File: config.mk
export PLATFORM = sky130hd
export DESIGN_NAME = cc20d_front
export DESIGN_NICKNAME = d
export VERILOG_FILES = /design/src/rtl/cc20d_pkg.sv /design/src/rtl/cc20d_front.sv
export SDC_FILE = /design/constraint.sdc
export NUM_CORES = 1
export LEC_CHECK = 0
export ABC_AREA = 1
export BUFFER_PORTS_ARGS = -buffer_cell sky130_fd_sc_hd__buf_2
export CORE_UTILIZATION = 56
export CTS_CLUSTER_SIZE = 30
export DETAILED_ROUTE_END_ITERATION = 6
export PLACE_DENSITY = 0.89
export SETUP_SLACK_MARGIN = 0.3
export SYNTH_ARGS = -nofsm -noshare
export SYNTH_HDL_FRONTEND = slang
export SYNTH_SLANG_ARGS = --single-unit
File: constraint.sdc
create_clock -name aclk -period 11 [get_ports aclk]
set_input_delay 2.75 -clock aclk [delete_from_list [all_inputs] [get_ports aclk]]
set_output_delay 2.75 -clock aclk [all_outputs]
set_load 0.05 [all_outputs]
File: src/rtl/cc20d_pkg.sv
// shared types and constants for the chacha20 fast key erasure generator
package cc20d_pkg;

    localparam logic [31:0] SIGMA0 = 32'h61707865;
    localparam logic [31:0] SIGMA1 = 32'h3320646e;
    localparam logic [31:0] SIGMA2 = 32'h79622d32;
    localparam logic [31:0] SIGMA3 = 32'h6b206574;

    localparam int BLOCK_BYTES = 64;
    localparam int KEY_BYTES   = 32;

    localparam logic CMD_FOLD = 1'b0;
    localparam logic CMD_GEN  = 1'b1;

    // classified command handed from front to back
    typedef struct packed {
        logic        gen;
        logic [7:0]  ebyte;
        logic        elast;
        logic        emark;
        logic [8:0]  nbytes;
        logic [31:0] tick;
    } cmd_t;

    function automatic logic [31:0] rotl(input logic [31:0] v, input int s);
        rotl = (v << s) | (v >> (32 - s));
    endfunction

endpackage

File: src/rtl/cc20d_front.sv
// input stage: accepts items, saturates the request length and queues commands
module cc20d_front #(
    parameter int MAX_REQUEST_BYTES = 256
) (
    input  logic           aclk,
    input  logic           aresetn,
    input  logic           s_tvalid,
    output logic           s_tready,
    input  logic [7:0]     s_tuser,
    input  logic           s_tlast,
    input  logic [55:0]    s_tdata,
    output cc20d_pkg::cmd_t q_data,
    output logic           q_valid,
    input  logic           q_ready
);

    localparam logic [8:0] MAXB = 9'(MAX_REQUEST_BYTES);

    cc20d_pkg::cmd_t slot_reg [2];
    logic [1:0] cnt_reg;
    logic       wr_reg;
    logic       rd_reg;
    cc20d_pkg::cmd_t c;
    logic push;
    logic pop;

    always_comb begin
        c.gen    = s_tuser[0];
        c.elast  = s_tlast;
        c.emark  = s_tuser[1];
        c.ebyte  = s_tdata[7:0];
        c.nbytes = (s_tdata[16:8] > MAXB) ? MAXB : s_tdata[16:8];
        c.tick   = s_tdata[48:17];
    end

    assign s_tready = (cnt_reg != 2'd2);
    assign push     = s_tvalid && s_tready;
    assign q_valid  = (cnt_reg != 2'd0);
    assign pop      = q_valid && q_ready;
    assign q_data   = slot_reg[rd_reg];

    always_ff @(posedge aclk) begin
        if (push) begin
            slot_reg[wr_reg] <= c;
        end
        if (!aresetn) begin
            cnt_reg <= '0;
            wr_reg  <= 1'b0;
            rd_reg  <= 1'b0;
        end else begin
            if (push) wr_reg <= ~wr_reg;
            if (pop)  rd_reg <= ~rd_reg;
            cnt_reg <= cnt_reg + 2'(push) - 2'(pop);
        end
    end

    a_cnt: assert property (@(posedge aclk) disable iff (!aresetn) cnt_reg <= 2'd2)
        else $error("queue count overflow");
    a_pop: assert property (@(posedge aclk) disable iff (!aresetn)
        (cnt_reg == 2'd0 && !push) |=> (cnt_reg == 2'd0))
        else $error("queue count changed without push");
    a_full: assert property (@(posedge aclk) disable iff (!aresetn)
        (cnt_reg == 2'd2) |-> !s_tready)
        else $error("ready while full");

endmodule

==> flow_summary.ini <==
[worst_setup_path]
cp_data_required_time_ns = 8.25
max_stage_delay_ns = 0.99
rr_startpoint = cnt_reg[0]$_SDFF_PN0_
cp-start-kind = flop
critPathCaptureType = primary output
crit_slowest_cell = dfxtp_4
critPathKind = flop to primary output
cp.arrival_ns = 2.01
cp_cell_sequence = mux2_2, buf_2
critPathTopFamily = flip-flops
path_max_fanout = 52
ff2ff_setup_slack_ns = 8.88
reg2regPathDepth = 5
cp.depth = 2
crit_buf_inv = 1

[grt]
grt_max_degree = 54
grt_pass1_vias = 2247
grtUsageTotal_pct = 17.3
overflow = 0
antenna_found_initial = 0
grt_pass1_wl_um = 10600

[floorplanning]
core-area_sq_um = 7370
dieHeight_um = 90.0
ios = 123
rows = 31
start_util_pct = 58.9
die_w_um = 90.0
dieArea_sq_um = 8110

[synthesis]
seq_area_frac_synth_pct = 74.3
synth_area_per_cell_sq_um = 19.4
yosys.area.top_type = edfxtp_1
synth_flop_cell = edfxtp_1
synth_seq_cells = 109
synthesis.nets = 294
synth_top_area_share_pct = 72.0
synth_edf_count = 104
synthesis.area_sq_um = 4340
synth_area_leaders = edfxtp_1 (72%), mux2_4 (17%), buf_12 (2.3%), dfxtp_1 (2.3%), nor2_1 (1.9%)
synthArstFlopShare_pct = 0
yosys-top-cells-count = edfxtp_1 (104), mux2_4 (50), nor2_1 (22)
syn_inst = 224
yosysMostFrequentCell = edfxtp_1
ys_types = 15
ys_warn_count = 0

[pwr]
leakage_nw = 2.09
clockPowerShare_pct = 18.8
switchingPower_w = 0.000498
ir_drop_uv = 221
seq_power_share_pct = 44.6
p_int_w = 0.000794
finalPower_w = 0.00129
power.density_nw_per_um2 = 252
p_comb_share_pct = 36.6
switching_share_pct = 38.6

[worst_hold_path]
worstHoldPathCells = 2
hold_class = flop to flop
hp-start = rd_reg$_SDFFE_PN0P_

[finish]
nets = 409
antenna_cells = 0
area_growth_pct = 18.3
fillers = 484
largest_reg_flops = 104
drive_gt1_share_pct = 53.2

[cts]
cts-htree-levels = 3
clk_latency_ns = 0.36
ctsRootBufferMaster = clkbuf_8
cts.sinks = 109
cts.hold.buffers_added = 0
ctsLongestPathBuffers = 2
cts_buffers = 9
post_cts_buffers = 0
cts_resized = 0
clkTransAtPathRegs_ns = 0.10
tritoncts = yes

[job]
cap_viol_max_count = 0

[drt]
wl_met1_um = 2690
drc = 0
drtPass1Iterations = 4
highest_layer = met4
met2WireLength_um = 3520
wire_per_inst_um = 15.0
via_count = 2158
wl_met3_um = 375
final_antenna_net_count = 0
drt_iter0_markers = 90
vias_per_cell = 4.87
postRouteWirelength_um = 6650

[timing]
period_needed_ns = 4.76
maxSlewHeadroom_pct = 36.9
fin_hold_ws_ns = 0.512
rsz0062_at_grt = no
worst_pin_slew_ns = 0.947
period_share_pct = 43.3
slew_violations = 0
hold_violations = 0
setup_viol = 0
finalSetupTns_ns = 0
fin_skew_ns = 0.0107
max_freq_mhz = 210

[placed_design]
dp_hpwl_um = 4450
gp_congestion = 0.692
port_buffers = 109

[run_status]
status = finished, final reports clean
## through the flow
| step | worst slack (ns) | util, % | area, sq um | cells |
|---|---|---|---|---|
| after CTS | 6.19 | 69.7 | 5140 | 443 |
| after floorplan | 5.40 | - | 4340 | 224 |
| final | 6.24 | 69.7 | 5140 | 443 |
| after detailed placement | 6.50 | 66.9 | 4930 | 427 |
| after global placement | 6.54 | 66.9 | 4930 | 427 |
| after global routing | 6.14 | 69.7 | 5140 | 443 |
## layout make-up
class,instances,area (sq um),area share (%)
timing repair buffer,111,561,10.9
clock inverter,7,83.8,1.63
tap,99,124,2.41
inverter,16,60.1,1.17
clock buffer,9,124,2.41
multi-input combinational,92,957,18.6
sequential,109,3230,62.8
## cells in the final DEF (no fill, tap or decap), drive strengths merged
cell type	instances
bufinv	1
clkbuf	9
mux2	52
buf	111
xnor2	1
dfxtp	5
nand2	13
nor2	23
a21oi	1
edfxtp	104
nand3	1
inv	18
clkinv	4
ha	1
## cell families (layout without fill, tap and decap cells)
family / after synthesis / after routing / synth area share, %
DFF: 109 / 109 / 74.3
muxes: 52 / 52 / 17.8
and+or+nand+nor: 37 / 37 / 3.29
buffers and inverters: 23 / 143 / 4.04
adders and majority gates: 1 / 1 / 0.288
AOI/OAI and AO/OA: 1 / 1 / 0.115
xor gates and xnor gates: 1 / 1 / 0.202
## tightest hold or removal path: stages (launching register included)
cell     delay [ns]
dfxtp_1        0.34
nor2_1         0.06
nor2_1         0.08
## worst paths after layout
| kind | end |
|---|---|
| max | q_data[51] |
| min | flop |
| max reg2reg | slot_reg[0][29]$_DFFE_PP_ |
| min reg2reg | flop |
## power by group through the flow
stage                     Clock (W)  Sequential, W  Combinational [W]
final                      0.000243       0.000576           0.000473
after global routing       0.000263       0.000585           0.000493
after CTS                  0.000250       0.000578           0.000478
after detailed placement          0       0.000587           0.000477
after global placement            0       0.000581           0.000470
after floorplan                   0       0.000553           0.000439
## routing by layer
metal,GRT usage [%],vias up
li1,-,1049
met1,20.3,1022
met2,30.9,80
met3,3.89,7
met4,6.85,0
met5,0,-
(Power assumes the default switching activity.)
